<file path="config.mk">
export PLATFORM = sky130hd
export DESIGN_NAME = character_bargraph_encoder
export DESIGN_NICKNAME = d
export VERILOG_FILES = /design/src/hdl/cbe_pkg.sv /design/src/hdl/cbe_front.sv /design/src/hdl/cbe_queue.sv /design/src/hdl/cbe_back.sv /design/src/hdl/character_bargraph_encoder.sv
export SDC_FILE = /design/constraint.sdc
export NUM_CORES = 1
export LEC_CHECK = 0
export BUFFER_PORTS_ARGS = -buffer_cell sky130_fd_sc_hd__buf_2
export CAP_MARGIN = 20
export CORE_ASPECT_RATIO = 1.4
export CORE_UTILIZATION = 60
export CTS_CLUSTER_DIAMETER = 30
export CTS_CLUSTER_SIZE = 25
export DETAILED_ROUTE_END_ITERATION = 7
export PLACE_DENSITY_LB_ADDON = 0.05
export SETUP_SLACK_MARGIN = 0.1
export SYNTH_ARGS = -nofsm -noshare
export SYNTH_HDL_FRONTEND = slang
export SYNTH_SLANG_ARGS = --single-unit
export TNS_END_PERCENT = 30
</file>
<file path="constraint.sdc">
create_clock -name clk -period 6 [get_ports clk]
set_input_delay 1.2 -clock clk [delete_from_list [all_inputs] [get_ports clk]]
set_output_delay 1.2 -clock clk [all_outputs]
set_load 0.05 [all_outputs]
</file>
<file path="src/hdl/cbe_pkg.sv">
`default_nettype none
// ----------------------------------------------------------------------------
// cbe_pkg - shared types and constants of the character bar graph encoder
// Field widths, register selection and character codes used by every file but the queue.
// ----------------------------------------------------------------------------
package cbe_pkg;

	// Field widths fixed by the interface.
	localparam int PROG_W     = 16;
	localparam int MAX_W      = 16;
	localparam int LEN_W      = 6;
	localparam int CODE_W     = 3;
	localparam int APB_DATA_W = 32;
	localparam int APB_ADDR_W = 3;

	// Registers sit on a 4-byte stride; address bit 2 picks the register.
	localparam int REG_SEL_BIT = 2;

	typedef enum logic {
		REG_MAX_PROGRESS = 1'b0,
		REG_BAR_LENGTH   = 1'b1
	} reg_sel_t;

	// Reset values of the configuration registers.
	localparam logic [MAX_W-1:0] MAX_PROGRESS_RST = 16'hFFFF;
	localparam logic [LEN_W-1:0] BAR_LENGTH_RST   = 6'd16;

	// Code of a cell that holds no lit pixel.
	localparam logic [CODE_W-1:0] CODE_EMPTY = 3'd1;

endpackage : cbe_pkg
`default_nettype wire

</file>
<file path="src/hdl/cbe_front.sv">
`default_nettype none
// ----------------------------------------------------------------------------
// cbe_front - input side: clamp, scale and divide
// Accepts progress values, forms progress * cells * pixels and divides it by
// the full scale value one quotient bit per cycle, holding at the last bit
// while the previous result waits on a full queue, then hands the pixel fill
// and the cell count to the queue.
module cbe_front
	import cbe_pkg::*;
#(
	parameter int PIXELS_PER_CHAR = 5,
	parameter int MAX_CELLS       = 40,
	localparam int CELL_W = $clog2(MAX_CELLS + 1),
	localparam int FILL_W = $clog2(MAX_CELLS * PIXELS_PER_CHAR + 1)
) (
	input  wire logic              clk,
	input  wire logic              arst_n,
	input  wire logic              push,
	output logic                   full,
	input  wire logic [PROG_W-1:0] progress,
	input  wire logic [MAX_W-1:0]  max_progress,
	input  wire logic [LEN_W-1:0]  bar_length,
	output logic                   q_push,
	input  wire logic              q_full,
	output logic [FILL_W-1:0]      q_fill,
	output logic [CELL_W-1:0]      q_cells
);

	localparam int NUM_W  = PROG_W + FILL_W;
	localparam int STEP_W = (FILL_W > 1) ? $clog2(FILL_W) : 1;
	localparam int LENX_W = LEN_W + 1;

	// Stage 1: clamped operands.
	logic              valid_s1;
	logic [PROG_W-1:0] prog_s1;
	logic [FILL_W-1:0] cpx_s1;
	logic [CELL_W-1:0] cells_s1;
	logic              zmax_s1;
	// Stage 2: product.
	logic              valid_s2;
	logic [NUM_W-1:0]  num_s2;
	logic [FILL_W-1:0] cpx_s2;
	logic [CELL_W-1:0] cells_s2;
	logic              zmax_s2;
	// Divider.
	logic              div_busy_q;
	logic [STEP_W-1:0] step_q;
	logic [NUM_W-1:0]  rem_q;
	logic [NUM_W-1:0]  den_q;
	logic [FILL_W-1:0] quo_q;
	logic [FILL_W-1:0] cpx_q;
	logic [CELL_W-1:0] cells_q;
	logic              zmax_q;
	// Result waiting for the queue.
	logic              res_valid_q;
	logic [FILL_W-1:0] res_fill_q;
	logic [CELL_W-1:0] res_cells_q;

	logic              accept;
	logic [CELL_W-1:0] cells_cfg;
	logic [PROG_W-1:0] prog_clamp;
	logic              res_free;
	logic              div_last;
	logic              div_fin;
	logic              div_take;
	logic              mv_s2;
	logic              mv_s1;
	logic              qbit;
	logic [FILL_W-1:0] quo_next;

	always_comb begin
		if ({1'b0, bar_length} > LENX_W'(MAX_CELLS)) begin
			cells_cfg = CELL_W'(MAX_CELLS);
		end else begin
			cells_cfg = CELL_W'(bar_length);
		end
		prog_clamp = (progress > max_progress) ? max_progress : progress;
	end

	assign q_push   = res_valid_q && !q_full;
	assign res_free = !res_valid_q || !q_full;
	assign div_last = div_busy_q && (step_q == '0);
	assign div_fin  = div_last && res_free;
	assign div_take = !div_busy_q || div_fin;
	assign mv_s2    = valid_s2 && div_take;
	assign mv_s1    = valid_s1 && (!valid_s2 || mv_s2);
	assign full     = valid_s1 && !mv_s1;
	assign accept   = push && !full;

	assign qbit     = (rem_q >= den_q);
	assign quo_next = {quo_q[FILL_W-2:0], qbit};

	always_ff @(posedge clk or negedge arst_n) begin
		if (!arst_n) begin
			valid_s1    <= 1'b0;
			valid_s2    <= 1'b0;
			div_busy_q  <= 1'b0;
			res_valid_q <= 1'b0;
		end else begin
			// A bar of no cells yields no transaction at all.
			if (accept && (cells_cfg != '0)) begin
				valid_s1 <= 1'b1;
			end else if (mv_s1) begin
				valid_s1 <= 1'b0;
			end
			if (mv_s1) begin
				valid_s2 <= 1'b1;
			end else if (mv_s2) begin
				valid_s2 <= 1'b0;
			end
			if (mv_s2) begin
				div_busy_q <= 1'b1;
			end else if (div_fin) begin
				div_busy_q <= 1'b0;
			end
			if (div_fin) begin
				res_valid_q <= 1'b1;
			end else if (q_push) begin
				res_valid_q <= 1'b0;
			end
		end
	end

	always_ff @(posedge clk) begin
		if (accept) begin
			prog_s1  <= prog_clamp;
			cells_s1 <= cells_cfg;
			cpx_s1   <= FILL_W'(cells_cfg * PIXELS_PER_CHAR);
			zmax_s1  <= (max_progress == '0);
		end
		if (mv_s1) begin
			num_s2   <= {{FILL_W{1'b0}}, prog_s1} * {{PROG_W{1'b0}}, cpx_s1};
			cpx_s2   <= cpx_s1;
			cells_s2 <= cells_s1;
			zmax_s2  <= zmax_s1;
		end
		if (mv_s2) begin
			rem_q   <= num_s2;
			den_q   <= {{FILL_W{1'b0}}, max_progress} << (FILL_W - 1);
			quo_q   <= '0;
			step_q  <= STEP_W'(FILL_W - 1);
			cpx_q   <= cpx_s2;
			cells_q <= cells_s2;
			zmax_q  <= zmax_s2;
		end else if (div_busy_q && (!div_last || res_free)) begin
			if (qbit) begin
				rem_q <= rem_q - den_q;
			end
			den_q  <= den_q >> 1;
			quo_q  <= quo_next;
			step_q <= step_q - STEP_W'(1);
		end
		if (div_fin) begin
			// A zero full scale shows the bar full.
			res_fill_q  <= zmax_q ? cpx_q : quo_next;
			res_cells_q <= cells_q;
		end
	end

	assign q_fill  = res_fill_q;
	assign q_cells = res_cells_q;

endmodule : cbe_front
`default_nettype wire

</file>
<file path="src/hdl/cbe_queue.sv">
`default_nettype none
// ----------------------------------------------------------------------------
// cbe_queue - short first-in first-out queue between front and back
// Holds scaled bars so that the divider and the cell emitter stall apart.
// ----------------------------------------------------------------------------
module cbe_queue #(
	parameter int WIDTH = 14,
	parameter int DEPTH = 2
) (
	input  wire logic             clk,
	input  wire logic             arst_n,
	input  wire logic             wr_en,
	input  wire logic [WIDTH-1:0] wr_data,
	output logic                  q_full,
	input  wire logic             rd_en,
	output logic [WIDTH-1:0]      rd_data,
	output logic                  q_empty
);

	localparam int PTR_W = (DEPTH > 1) ? $clog2(DEPTH) : 1;
	localparam int CNT_W = $clog2(DEPTH + 1);

	logic [WIDTH-1:0] slot_q [DEPTH];
	logic [PTR_W-1:0] wr_ptr_q;
	logic [PTR_W-1:0] rd_ptr_q;
	logic [CNT_W-1:0] count_q;

	assign q_full  = (count_q == CNT_W'(DEPTH));
	assign q_empty = (count_q == '0);
	assign rd_data = slot_q[rd_ptr_q];

	always_ff @(posedge clk or negedge arst_n) begin
		if (!arst_n) begin
			wr_ptr_q <= '0;
			rd_ptr_q <= '0;
			count_q  <= '0;
		end else begin
			if (wr_en) begin
				wr_ptr_q <= (wr_ptr_q == PTR_W'(DEPTH - 1)) ? '0 : wr_ptr_q + PTR_W'(1);
			end
			if (rd_en) begin
				rd_ptr_q <= (rd_ptr_q == PTR_W'(DEPTH - 1)) ? '0 : rd_ptr_q + PTR_W'(1);
			end
			if (wr_en && !rd_en) begin
				count_q <= count_q + CNT_W'(1);
			end else if (rd_en && !wr_en) begin
				count_q <= count_q - CNT_W'(1);
			end
		end
	end

	always_ff @(posedge clk) begin
		if (wr_en) begin
			slot_q[wr_ptr_q] <= wr_data;
		end
	end

endmodule : cbe_queue
`default_nettype wire

</file>
<file path="src/hdl/cbe_back.sv">
`default_nettype none
// ----------------------------------------------------------------------------
// cbe_back - cell emitter
// Walks the cells of one bar and drives the output register, one cell per cycle while it is free or popped.
// ----------------------------------------------------------------------------
module cbe_back
	import cbe_pkg::*;
#(
	parameter int PIXELS_PER_CHAR = 5,
	parameter int MAX_CELLS       = 40,
	localparam int CELL_W = $clog2(MAX_CELLS + 1),
	localparam int FILL_W = $clog2(MAX_CELLS * PIXELS_PER_CHAR + 1)
) (
	input  wire logic              clk,
	input  wire logic              arst_n,
	input  wire logic              q_empty,
	input  wire logic [FILL_W-1:0] q_fill,
	input  wire logic [CELL_W-1:0] q_cells,
	output logic                   q_pop,
	output logic                   empty,
	input  wire logic              pop,
	output logic [CODE_W-1:0]      char_code,
	output logic                   last_cell
);

	localparam logic [CODE_W-1:0] CODE_FULL = CODE_W'(PIXELS_PER_CHAR + 1);
	localparam int EXT_W = FILL_W + 1;

	logic              act_q;
	logic [FILL_W-1:0] fill_q;
	logic [CELL_W-1:0] cells_q;
	logic [CELL_W-1:0] idx_q;
	logic [FILL_W-1:0] start_q;
	logic              out_valid_q;
	logic [CODE_W-1:0] code_q;
	logic              last_q;

	logic              emit;
	logic              is_last;
	logic [EXT_W-1:0]  end_px;
	logic [CODE_W-1:0] code;

	assign emit    = act_q && (!out_valid_q || pop);
	assign is_last = (idx_q == (cells_q - CELL_W'(1)));
	assign q_pop   = !q_empty && (!act_q || (emit && is_last));
	assign end_px  = EXT_W'(start_q) + EXT_W'(PIXELS_PER_CHAR);

	// Inside a partial cell the fill lies in [start, start + pixels), so
	// the remainder is simply fill minus start.
	always_comb begin
		if (end_px > EXT_W'(fill_q)) begin
			if (start_q > fill_q) begin
				code = CODE_EMPTY;
			end else begin
				code = CODE_W'(fill_q - start_q) + CODE_W'(1);
			end
		end else begin
			code = CODE_FULL;
		end
	end

	always_ff @(posedge clk or negedge arst_n) begin
		if (!arst_n) begin
			act_q       <= 1'b0;
			out_valid_q <= 1'b0;
		end else begin
			if (q_pop) begin
				act_q <= 1'b1;
			end else if (emit && is_last) begin
				act_q <= 1'b0;
			end
			if (emit) begin
				out_valid_q <= 1'b1;
			end else if (pop) begin
				out_valid_q <= 1'b0;
			end
		end
	end

	always_ff @(posedge clk) begin
		if (q_pop) begin
			fill_q  <= q_fill;
			cells_q <= q_cells;
			idx_q   <= '0;
			start_q <= '0;
		end else if (emit) begin
			idx_q   <= idx_q + CELL_W'(1);
			start_q <= start_q + FILL_W'(PIXELS_PER_CHAR);
		end
		if (emit) begin
			code_q <= code;
			last_q <= is_last;
		end
	end

	assign empty     = !out_valid_q;
	assign char_code = code_q;
	assign last_cell = last_q;

endmodule : cbe_back
`default_nettype wire

</file>
<file path="src/hdl/character_bargraph_encoder.sv">
`default_nettype none
// ----------------------------------------------------------------------------
// character_bargraph_encoder - progress value to character cell bar encoder
// Turns one progress value into a row of custom character codes for a text
// display bar, one code per cell, left to right, the final cell marked.
// ----------------------------------------------------------------------------
//
//   Channel   Direction  Handshake              Payload
//   input     in         push / full            progress
//   result    out        empty / pop            char_code, last_cell
//   config    in         APB (psel, penable)    max_progress @0x0, bar_length @0x4
//
// Cells leave the block one per cycle while pop stays high. The front end
// divides in a restoring divider, which produces one quotient bit per cycle
// while its result can move on, FILL_W quotient bits per transaction (FILL_W =
// bits of MAX_CELLS * PIXELS_PER_CHAR, 8 at the defaults). It takes new
// transactions into its clamp and product stages while the divider works.
// Reset is asynchronous and clears all control state; no clearing pass runs.
// A stall on pop holds the output register, backs up the two-entry queue and
// finally raises full; the input side keeps working until then.
// ----------------------------------------------------------------------------
module character_bargraph_encoder
	import cbe_pkg::*;
#(
	parameter int PIXELS_PER_CHAR = 5,
	parameter int MAX_CELLS       = 40
) (
	input  wire logic                  clk,
	input  wire logic                  arst_n,
	// Configuration port
	input  wire logic                  psel,
	input  wire logic                  penable,
	input  wire logic                  pwrite,
	input  wire logic [APB_ADDR_W-1:0] paddr,
	input  wire logic [APB_DATA_W-1:0] pwdata,
	output logic      [APB_DATA_W-1:0] prdata,
	output logic                       pready,
	// Input queue side
	input  wire logic                  push,
	output logic                       full,
	input  wire logic [PROG_W-1:0]     progress,
	// Result queue side
	output logic                       empty,
	input  wire logic                  pop,
	output logic [CODE_W-1:0]          char_code,
	output logic                       last_cell
);

	localparam int CELL_W = $clog2(MAX_CELLS + 1);
	localparam int FILL_W = $clog2(MAX_CELLS * PIXELS_PER_CHAR + 1);
	localparam int ENT_W  = FILL_W + CELL_W;

	logic [MAX_W-1:0] max_progress_q;
	logic [LEN_W-1:0] bar_length_q;
	logic             cfg_wr;
	reg_sel_t         cfg_sel;

	// Front to queue.
	logic              fq_push;
	logic              fq_full;
	logic [FILL_W-1:0] fq_fill;
	logic [CELL_W-1:0] fq_cells;
	// Queue to back.
	logic              bq_pop;
	logic              bq_empty;
	logic [ENT_W-1:0]  bq_data;

	// ------------------------------------------------------------------
	// Configuration registers. The port never inserts wait states, and
	// the register is picked by address bit 2 alone; the lower address
	// bits are byte offsets within the register.
	// ------------------------------------------------------------------
	assign pready  = 1'b1;
	assign cfg_wr  = psel && penable && pwrite && pready;
	assign cfg_sel = reg_sel_t'(paddr[REG_SEL_BIT]);

	always_ff @(posedge clk or negedge arst_n) begin
		if (!arst_n) begin
			max_progress_q <= MAX_PROGRESS_RST;
			bar_length_q   <= BAR_LENGTH_RST;
		end else if (cfg_wr) begin
			case (cfg_sel)
				REG_MAX_PROGRESS: max_progress_q <= pwdata[MAX_W-1:0];
				REG_BAR_LENGTH:   bar_length_q   <= pwdata[LEN_W-1:0];
				default:          ;
			endcase
		end
	end

	always_comb begin
		case (cfg_sel)
			REG_MAX_PROGRESS: prdata = {{(APB_DATA_W-MAX_W){1'b0}}, max_progress_q};
			REG_BAR_LENGTH:   prdata = {{(APB_DATA_W-LEN_W){1'b0}}, bar_length_q};
			default:          prdata = '0;
		endcase
	end

	// ------------------------------------------------------------------
	// Front end: takes a transaction, clamps it, multiplies and divides
	// to get the pixel fill of the whole bar.
	// ------------------------------------------------------------------
	cbe_front #(
		.PIXELS_PER_CHAR (PIXELS_PER_CHAR),
		.MAX_CELLS       (MAX_CELLS)
	) u_front (
		.clk          (clk),
		.arst_n       (arst_n),
		.push         (push),
		.full         (full),
		.progress     (progress),
		.max_progress (max_progress_q),
		.bar_length   (bar_length_q),
		.q_push       (fq_push),
		.q_full       (fq_full),
		.q_fill       (fq_fill),
		.q_cells      (fq_cells)
	);

	// ------------------------------------------------------------------
	// Two-entry queue of scaled bars, fill in the upper bits.
	// ------------------------------------------------------------------
	cbe_queue #(
		.WIDTH (ENT_W),
		.DEPTH (2)
	) u_queue (
		.clk     (clk),
		.arst_n  (arst_n),
		.wr_en   (fq_push),
		.wr_data ({fq_fill, fq_cells}),
		.q_full  (fq_full),
		.rd_en   (bq_pop),
		.rd_data (bq_data),
		.q_empty (bq_empty)
	);

	// ------------------------------------------------------------------
	// Back end: one cell per cycle into the output register while it is free or popped.
	// ------------------------------------------------------------------
	cbe_back #(
		.PIXELS_PER_CHAR (PIXELS_PER_CHAR),
		.MAX_CELLS       (MAX_CELLS)
	) u_back (
		.clk       (clk),
		.arst_n    (arst_n),
		.q_empty   (bq_empty),
		.q_fill    (bq_data[ENT_W-1:CELL_W]),
		.q_cells   (bq_data[CELL_W-1:0]),
		.q_pop     (bq_pop),
		.empty     (empty),
		.pop       (pop),
		.char_code (char_code),
		.last_cell (last_cell)
	);

endmodule : character_bargraph_encoder
`default_nettype wire

</file>
==> summary.md <==
## Layout
• total non-filler cell area in the finished layout: 17600 um^2
• number of antenna repair diodes: 0
• area growth from synthesis to layout: 11.8%
• final net count: 1798
• filler cell count in the final layout: 1948
• share of final-layout standard cells stronger than drive strength 1: 13.4%

## Clock network
• insertion delay to the later sink of the worst-skew pair: 0.52 ns
• Root Buffer Master: clkbuf_16
• CTS tree: yes
• number of instances resized during post-cts repair: 0
• clock transition at the registers of the reported paths: 0.05 ns
• hold buffer count at cts: 0
• largest buffer count on any clock path: 3
• clk sink count: 242
• total clock buffers created by CTS: 38
• post-CTS setup buffer count: 0
• maximum level of the CTS H-tree: 2

## Place
• last weighted congestion value of the routability-driven placer: 0.867
• post-detailed-placement cell area: 16300 um^2
• post-DP HPWL: 24500 um
• post-place setup slack: 0.528 ns
• total of buffers placed on input and output ports: 61

## Timing
• Slew @ Worst Pin: 1.00 ns
• setup repair after global routing missed its margin: no
• portion of the clock cycle consumed by the worst path in the final layout: 91.2%
• Slew headroom: 33.0%
• crit path setup slack, layout: 0.530 ns
• final setup TNS: 0 ns
• Max Clock Skew: 0.0150 ns
• Peak Freq: 183 MHz
• minimum clock period after layout: 5.47 ns
• number of hold-slack violations in the final timing report: 0
• setup violation total in the final timing report: 0
• Final Slew Violations: 0

## Detailed routing
• initial detailed-routing violation count: 424
• routed vias/inst: 5.60
• DRC violation count after routing: 2
• total number of vias: 10565
• routed wire length per instance: 17.3 um
• Routed Wire Length: 32600 um
• count of TritonRoute iterations in the first routing pass: 7
• Antenna Violating Nets Remaining: 0

## Min path
• kind of path behind the tightest hold check: reg2reg
• Hold Crit Start: u_front.cpx_s2[7]
• worst hold path endpoint: u_front.cpx_q[7]
• worst hold path depth: 0

## Synthesis
• share of the yosys chip area belonging to registers: 43.4%
• area share of the largest cell type after synthesis: 34.2%
• Mapped Area: 15700 um^2
• total of flip-flops plus latches after synthesis: 242
• dominant register cell in the synthesized netlist: edfxtp_1
• ranking of synthesized cells by area: edfxtp_1 34%, fa_1 11%, ha_1 9.1%, and2_1 4.9%, inv_1 4.1%
• Syn Inst Count: 1472
• Warnings, synthesis: 0
• most common cell in the synthesized netlist: edfxtp_1
• largest area contributor in the netlist: edfxtp_1
• count of cell types in the netlist: 58
• average size of a mapped cell: 10.7 um^2
• commonest cells in the synthesized netlist: 179 x edfxtp_1, 170 x inv_1, 123 x and2_1
• Post-synth EDFFs: 179
• share of synthesized registers carrying an async set or reset: 13.2%

## Worst setup path
• count of cells along the worst register-to-register path: 17
• WP data arrival: 5.73 ns
• Register-to-Register Setup Slack: 0.53 ns
• crit-path max FO: 17
• launching point of the worst reg2reg path: u_front.cpx_s1[6]
• element type at the critical path end: register
• data required time of the critical path: 6.26 ns
• launch point of the critical path: u_front.cpx_s1[6]
• start-to-end type of the worst setup path: reg2reg
• startpoint type of the worst setup path: register
• R2R Path End: u_front.num_s2[21]

## Global route
• first-pass GRT wire length: 55100 um
• number of antenna violations at the first check in global routing: 0
• maximum number of pins on one net before global-route repair: 66
• final global-route overflow total: 0
• GRT Util Overall: 26.1%
• via count of the first global-routing pass: 11069

## Floorplan
• die area: 26900 um^2
• x dimension of the die: 139 um
• die span in y: 194 um
• Ports: 97
• standard-cell row count: 69
• starting density of the core: 61.5%
• Floorplan Core Area: 25600 um^2

## Run status
• outcome: complete, but fails checks
• violated checks: design-rule violations

## Run
• # Max-Cap Violations: 0

==> layout by cell type, fill, tap and decap left out, types with 45 or more instances in the layout <==
master / netlist / final
edfxtp_1: 179 / 179
o21ai_0: 70 / 69
fa_1: 86 / 86
a21oi_1: 73 / 73
buf_2: 2 / 61
and2_1: 123 / 123
inv_1: 170 / 170
mux2_2: 45 / 45
nor2_1: 82 / 82
ha_1: 115 / 115
nand2_1: 121 / 120
==> metal layers <==
| layer | share of wire, % | GRT usage (%) | vias up |
|---|---|---|---|
| met1 | 38 | 27.8 | 5171 |
| li1 | - | - | 5121 |
| met3 | 3.5 | 4.01 | 78 |
| met5 | 0 | 0 | - |
| met4 | 4.3 | 12.0 | 0 |
| met2 | 54 | 49.9 | 195 |
==> layout make-up <==
class	instances	area, um^2	area share [%]
sequential	242	6820	38.8
inverter	170	638	3.63
multi-input combinational	1016	8060	45.8
clock inverter	28	313	1.78
tap	319	399	2.27
timing repair buffer	71	380	2.16
clock buffer	41	983	5.59
==> worst max-delay path, stage by stage, from the launching register on <==
cell and delay [ns]:
edfxtp_1 0.79, nand2_1 0.16, fa_1 0.52, fa_1 0.55, inv_1 0.06, fa_1 0.54
inv_1 0.06, fa_1 0.54, inv_1 0.04, ha_1 0.33, o21a_1 0.12, o31a_1 0.13
a22o_1 0.24, o41a_4 0.39, a2111oi_2 0.30, o21ai_1 0.11, a21o_1 0.19, xor2_1 0.14
==> metrics by stage <==
step	cells	hold slack, ns	util, %
global route	1887	0.421	68.8
global placement	1817	0.402	63.7
finish	1887	0.417	68.8
CTS	1886	0.418	68.8
floorplan	1487	0.400	-
detailed placement	1817	0.405	63.7
==> how the worst max path moves through the flow <==
stage | end | slack [ns]
floorplan | u_front.num_s2[21] | 1.0
global placement | u_front.num_s2[21] | 0.57
detailed placement | u_front.num_s2[21] | 0.53
CTS | u_front.num_s2[21] | 0.51
global route | u_front.num_s2[21] | 0.22
finish | u_front.num_s2[21] | 0.53
==> flip-flops by register name, indices dropped and copies added (netlist names), 7 cells and up <==
signal           count
u_queue.slot_q      28
u_front.prog_s1     16
u_back.start_q       8
u_front.num_s2      24
u_front.den_q       23
max_progress_q      16
u_front.q_fill       8
u_front.quo_q        7
u_front.rem_q       24
u_back.fill_q        8
==> cells by family after synthesis <==
family          share of synthesized area (%)
compound gates                           9.52
mux                                      3.41
flops                                    43.4
buf+inv                                  5.89
fa+ha+maj                                20.1
other cells                            0.0478
xor+xnor                                 3.62
simple gates                             14.1
Power is not shown: default switching activity piles up to over one toggle a cycle in this logic, so the estimate is an artifact.
